### src/sv/pot_pkg.sv
// Shared definitions for the partitioned object table.
// Action and status codes, the default depth and the request/response structs.
// Used by pot_core and partitioned_object_table; depends on nothing.
package pot_pkg;

    localparam int POT_DEPTH = 64;

    localparam int ACT_W  = 3;
    localparam int ID_W   = 16;
    localparam int BOX_W  = 16;
    localparam int IDX_W  = 6;
    localparam int STAT_W = 2;
    localparam int REM_W  = 2;
    localparam int CNT_W  = 7;

    localparam logic [ACT_W-1:0] ACT_CLEAR     = 3'd0;
    localparam logic [ACT_W-1:0] ACT_ADD_FIXED = 3'd1;
    localparam logic [ACT_W-1:0] ACT_ADD_MOV   = 3'd2;
    localparam logic [ACT_W-1:0] ACT_DEL_FIXED = 3'd3;
    localparam logic [ACT_W-1:0] ACT_DEL_MOV   = 3'd4;
    localparam logic [ACT_W-1:0] ACT_DEL_ANY   = 3'd5;
    localparam logic [ACT_W-1:0] ACT_READ      = 3'd6;

    localparam logic [STAT_W-1:0] ST_OK        = 2'd0;
    localparam logic [STAT_W-1:0] ST_FULL      = 2'd1;
    localparam logic [STAT_W-1:0] ST_FIX_AFTER = 2'd2;
    localparam logic [STAT_W-1:0] ST_NOT_FOUND = 2'd3;

    typedef struct packed {
        logic [ACT_W-1:0] action;
        logic [ID_W-1:0]  object_id;
        logic [BOX_W-1:0] box_handle;
        logic [IDX_W-1:0] entry_index;
    } t_req;

    typedef struct packed {
        logic [BOX_W-1:0]  read_box;
        logic [ID_W-1:0]   read_id;
        logic [CNT_W-1:0]  movable_count;
        logic [CNT_W-1:0]  fixed_count;
        logic [REM_W-1:0]  removed_count;
        logic [STAT_W-1:0] status;
    } t_rsp;

endpackage

### src/sv/pot_core.sv
// Sequencer and entry memory of the partitioned object table.
// One read and one write port on the entry memory are reused for every scan and shift.
// Depends on pot_pkg.
module pot_core
    import pot_pkg::*;
#(
    parameter int TABLE_DEPTH = POT_DEPTH
) (
    input  logic i_clk,
    input  logic i_rst_n,
    input  logic i_req_vld,
    input  t_req i_req,
    output logic o_req_rdy,
    output logic o_rsp_vld,
    output t_rsp o_rsp,
    input  logic i_rsp_rdy
);

    localparam int AW = $clog2(TABLE_DEPTH);
    localparam int CW = $clog2(TABLE_DEPTH + 1);
    localparam int XW = (CW > IDX_W) ? CW : IDX_W;
    localparam logic [CW-1:0] DEPTH_C = CW'(TABLE_DEPTH);

    localparam logic [3:0] S_IDLE  = 4'd0;
    localparam logic [3:0] S_DISP  = 4'd1;
    localparam logic [3:0] S_FSCAN = 4'd2;
    localparam logic [3:0] S_SHIFT = 4'd3;
    localparam logic [3:0] S_MSCAN = 4'd4;
    localparam logic [3:0] S_MRD   = 4'd5;
    localparam logic [3:0] S_MWR   = 4'd6;
    localparam logic [3:0] S_RDATA = 4'd7;
    localparam logic [3:0] S_DONE  = 4'd8;

    logic [ID_W+BOX_W-1:0] r_mem [TABLE_DEPTH];
    logic [ID_W+BOX_W-1:0] r_rdata;

    logic [3:0]        r_state,   n_state;
    logic [CW-1:0]     r_fixed,   n_fixed;
    logic [CW-1:0]     r_movable, n_movable;
    logic [CW-1:0]     r_ptr,     n_ptr;
    logic [AW-1:0]     r_tag,     n_tag;
    logic              r_vld,     n_vld;
    t_req              r_req,     n_req;
    logic [STAT_W-1:0] r_status,  n_status;
    logic [REM_W-1:0]  r_removed, n_removed;
    logic [ID_W-1:0]   r_rid,     n_rid;
    logic [BOX_W-1:0]  r_rbox,    n_rbox;

    logic                  mem_we;
    logic [AW-1:0]         mem_waddr;
    logic [AW-1:0]         mem_raddr;
    logic [ID_W+BOX_W-1:0] mem_wdata;
    logic [CW-1:0]         used;
    logic                  hit;
    logic                  is_del;

    assign used   = r_fixed + r_movable;
    assign hit    = r_vld && (r_rdata[ID_W-1:0] == r_req.object_id);
    assign is_del = (r_req.action == ACT_DEL_FIXED) || (r_req.action == ACT_DEL_MOV) ||
                    (r_req.action == ACT_DEL_ANY);

    always_ff @(posedge i_clk) begin
        if (mem_we) begin
            r_mem[mem_waddr] <= mem_wdata;
        end
        r_rdata <= r_mem[mem_raddr];
    end

    always_comb begin
        n_state   = r_state;
        n_fixed   = r_fixed;
        n_movable = r_movable;
        n_ptr     = r_ptr;
        n_tag     = r_tag;
        n_vld     = r_vld;
        n_req     = r_req;
        n_status  = r_status;
        n_removed = r_removed;
        n_rid     = r_rid;
        n_rbox    = r_rbox;
        mem_we    = 1'b0;
        mem_waddr = r_tag;
        mem_wdata = r_rdata;
        mem_raddr = r_ptr[AW-1:0];
        o_rsp_vld = 1'b0;
        case (r_state)
            S_IDLE: begin
                if (i_req_vld) begin
                    n_req     = i_req;
                    n_status  = ST_OK;
                    n_removed = '0;
                    n_rid     = '0;
                    n_rbox    = '0;
                    n_state   = S_DISP;
                end
            end
            S_DISP: begin
                n_state = S_DONE;
                case (r_req.action)
                    ACT_CLEAR: begin
                        n_fixed   = '0;
                        n_movable = '0;
                    end
                    ACT_ADD_FIXED: begin
                        if (r_movable != '0) begin
                            n_status = ST_FIX_AFTER;
                        end else if (used >= DEPTH_C) begin
                            n_status = ST_FULL;
                        end else begin
                            mem_we    = 1'b1;
                            mem_waddr = used[AW-1:0];
                            mem_wdata = {r_req.box_handle, r_req.object_id};
                            n_fixed   = r_fixed + 1'b1;
                        end
                    end
                    ACT_ADD_MOV: begin
                        if (used >= DEPTH_C) begin
                            n_status = ST_FULL;
                        end else begin
                            mem_we    = 1'b1;
                            mem_waddr = used[AW-1:0];
                            mem_wdata = {r_req.box_handle, r_req.object_id};
                            n_movable = r_movable + 1'b1;
                        end
                    end
                    ACT_DEL_FIXED, ACT_DEL_ANY: begin
                        n_ptr   = '0;
                        n_vld   = 1'b0;
                        n_state = S_FSCAN;
                    end
                    ACT_DEL_MOV: begin
                        n_ptr   = r_fixed;
                        n_vld   = 1'b0;
                        n_state = S_MSCAN;
                    end
                    ACT_READ: begin
                        if ((XW'(r_req.entry_index) < XW'(used)) &&
                            (XW'(r_req.entry_index) < XW'(DEPTH_C))) begin
                            mem_raddr = AW'(r_req.entry_index);
                            n_state   = S_RDATA;
                        end else begin
                            n_status = ST_NOT_FOUND;
                        end
                    end
                    default: begin
                        n_state = S_DONE;
                    end
                endcase
            end
            S_FSCAN: begin
                // compare the beat read last cycle while the next address goes out
                if (hit) begin
                    n_ptr   = CW'(r_tag) + 1'b1;
                    n_vld   = 1'b0;
                    n_state = S_SHIFT;
                end else if (r_ptr < r_fixed) begin
                    n_ptr = r_ptr + 1'b1;
                    n_vld = 1'b1;
                    n_tag = r_ptr[AW-1:0];
                end else begin
                    n_vld = 1'b0;
                    if (!r_vld) begin
                        if (r_req.action == ACT_DEL_ANY) begin
                            n_ptr   = r_fixed;
                            n_state = S_MSCAN;
                        end else begin
                            n_state = S_DONE;
                        end
                    end
                end
            end
            S_SHIFT: begin
                // move each later entry down one place
                if (r_vld) begin
                    mem_we    = 1'b1;
                    mem_waddr = r_tag - 1'b1;
                end
                if (r_ptr < used) begin
                    n_ptr = r_ptr + 1'b1;
                    n_vld = 1'b1;
                    n_tag = r_ptr[AW-1:0];
                end else begin
                    n_vld = 1'b0;
                    if (!r_vld) begin
                        n_fixed   = r_fixed - 1'b1;
                        n_removed = r_removed + 1'b1;
                        if (r_req.action == ACT_DEL_ANY) begin
                            n_ptr   = r_fixed - 1'b1;
                            n_state = S_MSCAN;
                        end else begin
                            n_state = S_DONE;
                        end
                    end
                end
            end
            S_MSCAN: begin
                if (hit) begin
                    n_vld   = 1'b0;
                    n_state = S_MRD;
                end else if (r_ptr < used) begin
                    n_ptr = r_ptr + 1'b1;
                    n_vld = 1'b1;
                    n_tag = r_ptr[AW-1:0];
                end else begin
                    n_vld = 1'b0;
                    if (!r_vld) begin
                        n_state = S_DONE;
                    end
                end
            end
            S_MRD: begin
                mem_raddr = AW'(used - 1'b1);
                n_state   = S_MWR;
            end
            S_MWR: begin
                // fill the hole with the last entry
                mem_we    = 1'b1;
                mem_waddr = r_tag;
                n_movable = r_movable - 1'b1;
                n_removed = r_removed + 1'b1;
                n_state   = S_DONE;
            end
            S_RDATA: begin
                n_rid   = r_rdata[ID_W-1:0];
                n_rbox  = r_rdata[ID_W+BOX_W-1:ID_W];
                n_state = S_DONE;
            end
            S_DONE: begin
                o_rsp_vld = 1'b1;
                if (i_rsp_rdy) begin
                    n_state = S_IDLE;
                end
            end
            default: begin
                n_state = S_IDLE;
            end
        endcase
    end

    always_ff @(posedge i_clk) begin
        if (!i_rst_n) begin
            r_state   <= S_IDLE;
            r_fixed   <= '0;
            r_movable <= '0;
            r_vld     <= 1'b0;
        end else begin
            r_state   <= n_state;
            r_fixed   <= n_fixed;
            r_movable <= n_movable;
            r_vld     <= n_vld;
        end
        r_ptr     <= n_ptr;
        r_tag     <= n_tag;
        r_req     <= n_req;
        r_status  <= n_status;
        r_removed <= n_removed;
        r_rid     <= n_rid;
        r_rbox    <= n_rbox;
    end

    assign o_req_rdy = (r_state == S_IDLE);

    always_comb begin
        o_rsp.status        = (is_del && (r_removed == '0)) ? ST_NOT_FOUND : r_status;
        o_rsp.removed_count = r_removed;
        o_rsp.fixed_count   = CNT_W'(r_fixed);
        o_rsp.movable_count = CNT_W'(r_movable);
        o_rsp.read_id       = r_rid;
        o_rsp.read_box      = r_rbox;
    end

endmodule

### src/sv/partitioned_object_table.sv
// Top level of the partitioned object table: stream ports and the result register.
// Depends on pot_pkg and pot_core.
//
// One beat in gives one beat out. Add, clear and unused actions are settled in the
// dispatch state; a read also passes through the read data state. A delete runs
// through the single read port of the entry memory one address per cycle: a fixed
// delete scans up to the matching entry and then shifts every later entry down; a
// movable delete scans the movable entries and fills the hole with the last one;
// delete any does both. The input is ready only while no action is in progress. Reset
// clears the counts; entry contents are never cleared and are only read once written.
module partitioned_object_table
    import pot_pkg::*;
#(
    parameter int TABLE_DEPTH = POT_DEPTH
) (
    input  logic        i_clk,
    input  logic        i_rst_n,
    input  logic        s_axis_tvalid,
    output logic        s_axis_tready,
    input  logic [39:0] s_axis_tdata,  // object_id, box_handle, entry_index, zero pad
    input  logic [2:0]  s_axis_tuser,  // action
    output logic        m_axis_tvalid,
    input  logic        m_axis_tready,
    output logic [55:0] m_axis_tdata   // status, removed_count, fixed_count,
                                       // movable_count, read_id, read_box, zero pad
);

    t_req req;
    t_rsp rsp;
    t_rsp r_out;
    logic rsp_vld;
    logic rsp_rdy;
    logic r_out_vld;

    always_comb begin
        req.action      = s_axis_tuser;
        req.object_id   = s_axis_tdata[15:0];
        req.box_handle  = s_axis_tdata[31:16];
        req.entry_index = s_axis_tdata[37:32];
    end

    // take a new result when the register is empty or drains this cycle
    assign rsp_rdy = !r_out_vld || m_axis_tready;

    pot_core #(
        .TABLE_DEPTH(TABLE_DEPTH)
    ) u_core (
        .i_clk    (i_clk),
        .i_rst_n  (i_rst_n),
        .i_req_vld(s_axis_tvalid),
        .i_req    (req),
        .o_req_rdy(s_axis_tready),
        .o_rsp_vld(rsp_vld),
        .o_rsp    (rsp),
        .i_rsp_rdy(rsp_rdy)
    );

    always_ff @(posedge i_clk) begin
        if (!i_rst_n) begin
            r_out_vld <= 1'b0;
        end else if (rsp_rdy) begin
            r_out_vld <= rsp_vld;
        end
        if (rsp_rdy && rsp_vld) begin
            r_out <= rsp;
        end
    end

    assign m_axis_tvalid = r_out_vld;
    assign m_axis_tdata  = {6'd0, r_out};

endmodule
### config.mk
export PLATFORM = sky130hd
export DESIGN_NAME = partitioned_object_table
export DESIGN_NICKNAME = d
export VERILOG_FILES = /design/src/sv/pot_pkg.sv /design/src/sv/pot_core.sv /design/src/sv/partitioned_object_table.sv
export SDC_FILE = /design/constraint.sdc
export NUM_CORES = 2
export LEC_CHECK = 0
export ABC_CLOCK_PERIOD_IN_PS = 8000
export BUFFER_PORTS_ARGS = -buffer_cell sky130_fd_sc_hd__buf_4
export CAP_MARGIN = 10
export CORE_MARGIN = 4
export CORE_UTILIZATION = 55
export CTS_CLUSTER_SIZE = 24
export DETAILED_ROUTE_END_ITERATION = 6
export PLACE_DENSITY = 0.77
export SETUP_SLACK_MARGIN = 0.1
export SLEW_MARGIN = 10
export SYNTH_ARGS = -nofsm -noshare
export SYNTH_HDL_FRONTEND = slang
export SYNTH_SLANG_ARGS = --single-unit
export TNS_END_PERCENT = 1
### constraint.sdc
create_clock -name i_clk -period 8 [get_ports i_clk]
set_input_delay 0.8 -clock i_clk [delete_from_list [all_inputs] [get_ports i_clk]]
set_output_delay 0.8 -clock i_clk [all_outputs]
set_load 0.02 [all_outputs]
# Word level (Yosys, flattened, before mapping)
# Memory sizes are Yosys's and may differ from the RTL's. A register that Yosys moved wholly into a read port is not among the register bits.
# Cells that the tools add are included.
# W data, S select, Z words.
[classes]
add_sub_neg = 10
magnitude_cmp = 4
eq_ne = 39
mux = 76
reduce_logical = 31
[ops]
columns = ["op", "count"]
rows = [
  ["$mux W7", 14],
  ["$mux W32", 3],
  ["$pmux W7 S2", 5],
  ["$pmux W16 S2", 2],
  ["$pmux W32 S2", 1],
  ["$mux W6", 9],
  ["$mux W4", 11],
  ["$pmux W6 S2", 3],
  ["$pmux W4 S8", 1],
  ["$pmux W7 S4", 1],
  ["$ne A3 B3 Y1 const B", 8],
  ["$add A7 B1 Y7 const B", 3],
  ["$pmux W6 S3", 1],
  ["$eq A16 B16 Y1", 1],
  ["$eq A4 B3 Y1 const B", 4],
  ["$mux W16", 1],
  ["$lt A7 B7 Y1", 2],
  ["$ne A2 B2 Y1 const B", 7],
  ["$sub A7 B1 Y7 const B", 2],
  ["$mux W2", 6],
  ["$pmux W2 S3", 2],
  ["$pmux W4 S3", 1],
  ["$reduce_and A4 Y1", 3],
  ["$reduce_and A6 Y1", 2],
  ["38 further kinds", 67],
]
[totals]
regBits = 160
mem_bits_rw = 2048
input_bits = 47
output_inout_bits = 58
wordCells = 182
n_memories = 1
[memory_table]
columns = ["memory", "words", "word_bits", "rd", "rd_ports_with_merged_regs", "write_ports", "line", "rtl"]
rows = [
  ["u_core.r_mem", 64, 32, 1, 1, 1, "pot_core.sv:34", "logic [ID_W+BOX_W-1:0] r_mem [TABLE_DEPTH];"],
]

# Depth between registers and ports, before layout
[logic_depth]
depth_word = 8
ltp_mapped = 23
depth_no_buf = 17

# Cells and area by module
# Synthesis repeated with hierarchy kept, for this count alone.
[unflattened]
cells_unflattened = 6325
area_unflattened_um2 = 89545.9
[modules_own_cells]
columns = ["module", "instances", "cells_per_inst", "area_each_um2", "seq_area_each_um2"]
rows = [
  ["pot_core", 1, 6263, 87938.1, 65222.6],
  ["partitioned_object_table", 1, 62, 1607.8, 1521.5],
]

# Worst setup path after synthesis
# OpenSTA, ideal clock, no wires.
[synth_timing]
path_kind = "register to register"
start = "register u_core.r_movable[0]"
end = "memory u_core.r_mem[19][0] (netlist bit) (enable)"
setup_ns = 0.421
t_arrival_ns = 4.544
t_required_ns = 7.579
setup_slack_ns = 3.035
path_stages_with_launch = 15
path_buffers = 2
synth_period_minus_slack_ns = 4.965
path_cell_list = "dfxtp_1 ha_1 fa_1 a211oi_2 or4b_1 and3_1 inv_2 buf_4 nand2_1 a21o_1 a222oi_1 clkbuf_1 nand3b_1 nand2b_1 nor2_1"
[synth_via]
elab_chain_cells = 8
elab_cells_between_ends = 13
classes_between = "add/sub: 1; order compare: 1; mux: 10; reduce/logical: 1"
[synth_lines]
columns = ["element", "line", "rtl"]
rows = [
  ["start: declaration", "pot_core.sv:39", "logic [CW-1:0] r_movable, n_movable;"],
  ["start signal: assignment", "pot_core.sv:249", "r_movable <= n_movable;"],
  ["$add A7 B7 Y7", "pot_core.sv:57", "assign used = r_fixed + r_movable;"],
  ["$ge A7 B7 Y1", "pot_core.sv:107, pot_core.sv:117", ""],
  ["$mux W1", "pot_core.sv:107, pot_core.sv:117", ""],
  ["$mux W1", "pot_core.sv:105", "if (r_movable != '0) begin"],
  ["$pmux W1 S2", "pot_core.sv:99", "case (r_req.action)"],
  ["$pmux W1 S3", "pot_core.sv:86", "case (r_state)"],
  ["$mux W1", "pot_core.sv:63", "if (mem_we) begin"],
  ["$mux W1 (implied by the code)", "pot_core.sv:64", "r_mem[mem_waddr] <= mem_wdata;"],
  ["end: declaration", "pot_core.sv:34", ""],
]
# Several ways; a longest one is shown, not always the timed one.

# Worst setup path after layout
[layout_timing]
start = "register u_core.r_movable[0]"
end = "register u_core.r_rdata[12] (read register of u_core.r_mem)"
[layout_via]
elab_chain_cells = 5
elab_cells_between_ends = 6
classes_between = "add/sub: 2; order compare: 1; mux: 3"
[layout_lines]
columns = ["element", "line", "rtl"]
rows = [
  ["$add A7 B7 Y7 (*)", "pot_core.sv:57", ""],
  ["$lt A6 B7 Y1", "pot_core.sv:137", "if ((XW'(r_req.entry_index) < XW'(used)) &&"],
  ["$mux W6", "pot_core.sv:137", ""],
  ["$mux W6", "pot_core.sv:99", ""],
  ["$pmux W6 S2 (*)", "pot_core.sv:86", ""],
  ["end: declaration", "pot_core.sv:35", "logic [ID_W+BOX_W-1:0] r_rdata;"],
]
# Mark *: on every way between the ends. The rest lies on a longest branch, timed or not.
# A chain may end at the register's enable or synchronous reset.

==> reports/results.tsv <==
stage	metric	value	unit
min_path	hold wc startpoint	s_axis_tdata[23]	
clock_tree	CTS clk-pin slew, worst paths	0.06	ns
min_path	Tightest Hold Check Type	input port to flip-flop	
synthesis	top-area cell type share of the netlist area	72.5	%
synthesis	Primary FF master, synth	edfxtp_1	
worst_setup_path	critical path data arrival time	7.51	ns
power	Power Total	30700	uW
sta	# setup viols final	0	
final_layout	layout cells sized above 1	11.7	%
worst_setup_path	Critical R2R Launch	u_core.r_movable[0]$_SDFFE_PN0P_	
sta	Hold Fails Final Rpt	0	
synthesis	#FFs+latches synth	2240	
worst_setup_path	critical path required time	8.73	ns
clock_tree	CTS HTree Levels	4	
final_layout	nets@finish	6706	
worst_setup_path	CP Max Fanout	75	
worst_setup_path	CP startpoint kind	flip-flop	
synthesis	ranking of synthesized cells by area	edfxtp_1, nand2_1, mux2i_1, nand3_1, a21oi_1	
die	I/O pin count	105	
place	HPWL after DPL	152	mm
clock_tree	post_cts resized	0	
sta	period utilisation layout	84.8	%
final_layout	Multi-input gate area	22500	um^2
power	Pleak	0.0349	uW
clock_tree	setup bufs post-CTS	0	
routing	DR iter-0 viols	10400	
global_routing	total global-route track usage	30.5	%
worst_setup_path	CP Capture Type	flip-flop	
worst_setup_path	Largest stage delay, worst path	0.66	ns
final_layout	Non-Filler Instances	8998	
clock_tree	hold_buf cts	0	
worst_setup_path	slowest CP cell	or3_4	
synthesis	ys async rst share	0	%
worst_setup_path	CP top delay family	simple AND/OR/NAND/NOR gates	
clock_tree	CTS max path bufs	3	
synthesis	Synth cell types	91	
global_routing	first-pass GRT wire length	379	mm
final_layout	Seq. cell area	66700	um^2
sta	clk_skew	0.0355	ns
die	die height	414	um
final_layout	filler cell count	11300	
routing	Pre-antenna DRT Iters	6	
worst_setup_path	crit path kind	flip-flop to flip-flop	
flow_run	max cap viols	0	
worst_setup_path	Critical Path Source	u_core.r_movable[0]$_SDFFE_PN0P_	
die	die extent in x	414	um
routing	ANT nets after route	0	
die	core footprint	163000	um^2
sta	RSZ-0062 raised after global routing	false	
global_routing	grt ovf	0	
synthesis	EDFF count, synth	2188	
clock_tree	clock latency on the worst-skew pair	0.86	ns
power	Peak VDD IR	0.272	mV
routing	DR vias	59500	
global_routing	vias in the first global route	56400	
synthesis	sequential area share after synthesis	73.7	%
outcome	status	finished clean	
synthesis	Yosys warnings	0	
sta	Worst Max-Slew Pin Slew	1.42	ns
global_routing	largest net degree at the start of global routing	172	
synthesis	post-synthesis cell area	90600	um^2
clock_tree	TritonCTS clock tree	done	
worst_setup_path	Crit path top cell by count	ha_1	
die	Starting Density	55.5	%
clock_tree	Root Buffer	clkbuf_16	
clock_tree	clk sink count	2240	
power	PwrDens	301	nW/um^2
synthesis	Syn Area/Cell	13.9	um^2
routing	Remaining DRCs	0	
synthesis	Synth Instances	6498	
global_routing	initial antenna violation count	18	
clock_tree	cts bufs inserted	209	
sta	FMAX	147	MHz
worst_setup_path	CP Cell Sequence	ha_1, fa_1, xor2_1, inv_1, ha_1, a2111o_1, a211o_1, o2111a_2, o311a_4, or3_4, buf_12, nand2_2, nor3_1, o41ai_2, nand4_1, or4_1	
routing	total wire length	265	mm
die	Std-Cell Rows	148	
sta	setup TNS	0	ns
synthesis	dominant cell type by area after synthesis	edfxtp_1	
sta	Tmin final	6.79	ns
worst_setup_path	Worst Path Buf+Inv	2	
routing	WL per Instance	29.5	um
sta	Slew Viols, Final	0	
sta	Worst slew margin	5.63	%
final_layout	area delta synth->final	12.4	%
routing	Vias/cell	6.61	
place	port bufs	96	
die	Die ar.	171000	um^2
place	Placer Congestion	0.922	
place	DP Cell Count	8589	
power by group:
group          total (uW)  switching, uW  internal (uW)
Sequential          15100            325          14800
Clock                9870           4280           5590
Combinational        5670           4400           1270
synthesized netlist by cell type, types with 13 or more instances:
| cell type | number |
|---|---|
| a311oi_1 | 23 |
| or4_1 | 31 |
| a22oi_1 | 19 |
| nor2_1 | 161 |
| xnor2_1 | 25 |
| or3_1 | 16 |
| mux2_2 | 16 |
| inv_1 | 58 |
| nand2_1 | 1299 |
| a21oi_1 | 410 |
| a221o_1 | 16 |
| o32ai_1 | 31 |
| dfxtp_1 | 52 |
| a221oi_1 | 15 |
| nor3_1 | 81 |
| clkbuf_1 | 126 |
| edfxtp_1 | 2188 |
| ha_1 | 28 |
| nand3_1 | 484 |
| buf_2 | 204 |
| a2111oi_0 | 13 |
| o21ai_0 | 82 |
| a211oi_1 | 44 |
| buf_1 | 51 |
| mux2i_1 | 434 |
| nor4_1 | 46 |
| nand2b_1 | 20 |
| o221ai_1 | 13 |
| a31oi_1 | 24 |
| nand4_1 | 30 |
| buf_4 | 15 |
| a21o_1 | 22 |
| o211ai_1 | 68 |
| and3_1 | 35 |
| o211a_1 | 14 |
| o22ai_1 | 82 |
| and2_1 | 37 |
sequential cells by signal, indices dropped and copies added (netlist names):
name              cells
u_core.r_mem       2048
m_axis_tdata         50
u_core.r_req         41
u_core.r_rdata       32
u_core.r_rbox        16
u_core.r_rid         16
u_core.r_fixed        7
u_core.r_movable      7
u_core.r_ptr          7
u_core.r_tag          6
u_core.r_state        4
u_core.r_removed      2
u_core.r_status       2
m_axis_tvalid         1
u_core.r_vld          1
cells by family after synthesis:
kind of cell | synth area share (%)
XOR/XNOR | 0.338
other | 0.00414
buffers and inverters | 2.37
adder cells (fa/ha/maj) | 0.431
AO/OA/AOI/OAI | 7.16
flip-flops | 73.7
multiplexers | 4.99
AND/OR/NAND/NOR | 11.0
through the flow:
step	area, um^2	util [%]	hold WS (ns)	worst slack, ns
2_1_floorplan	90600	-	0.400	3.03
3_3_place_gp	94800	58.1	0.401	1.41
3_5_place_dp	94800	58.1	0.405	1.54
4_1_cts	102000	62.3	0.0770	1.48
5_1_grt	102000	62.4	0.0909	1.14
6_report	102000	62.4	0.120	1.21
worst paths after layout:
check             slack, ns                    endpoint  depth (start not counted)
setup / recovery       1.21  u_core.r_rdata[12]$_DFF_P_                         16
hold / removal         0.12  u_core.r_req[13]$_DFFE_PP_                          1
setup reg to reg       1.21  u_core.r_rdata[12]$_DFF_P_                         16
hold reg to reg        0.40  m_axis_tdata[45]$_DFFE_PP_                          0
worst register-to-register path: cells and delay by family (launching register included):
kind | cells | cell delay (ns)
XOR/XNOR | 1 | 0.42
AO/OA/AOI/OAI | 5 | 1.86
buffers and inverters | 2 | 0.49
AND/OR/NAND/NOR | 5 | 2.53
flip-flops | 1 | 0.42
adder cells (fa/ha/maj) | 3 | 0.95
placed cells by master, fill, tap and decap left out, types with 47 or more instances in the layout:
master	n
a21oi_1	409
buf_4	292
clkbuf_1	47
clkbuf_16	213
dfxtp_1	52
edfxtp_1	2188
inv_1	57
mux2i_1	434
nand2_1	1264
nand3_1	484
nor2_1	90
nor2_4	67
nor3_1	79
o211ai_1	68
o21ai_0	81
o22ai_1	82
area by class of cell:
cell class                 count  area share [%]
inverter                      60           0.221
clock buffer                 281            5.69
tap                         2175            2.67
sequential                  2240            65.6
multi-input combinational   3796            22.1
timing repair buffer         323            2.75
clock inverter               111           0.997
antenna                       12          0.0295
per-layer routing:
metal | up-vias | part of all wire, % | track usage (%)
li1 | 24900 | - | -
met1 | 29000 | 35 | 40.2
met2 | 4767 | 44 | 45.7
met3 | 891 | 15 | 9.64
met4 | 10 | 5.7 | 15.5
met5 | - | 0.028 | 0
Power figures use the tool's default switching activity.
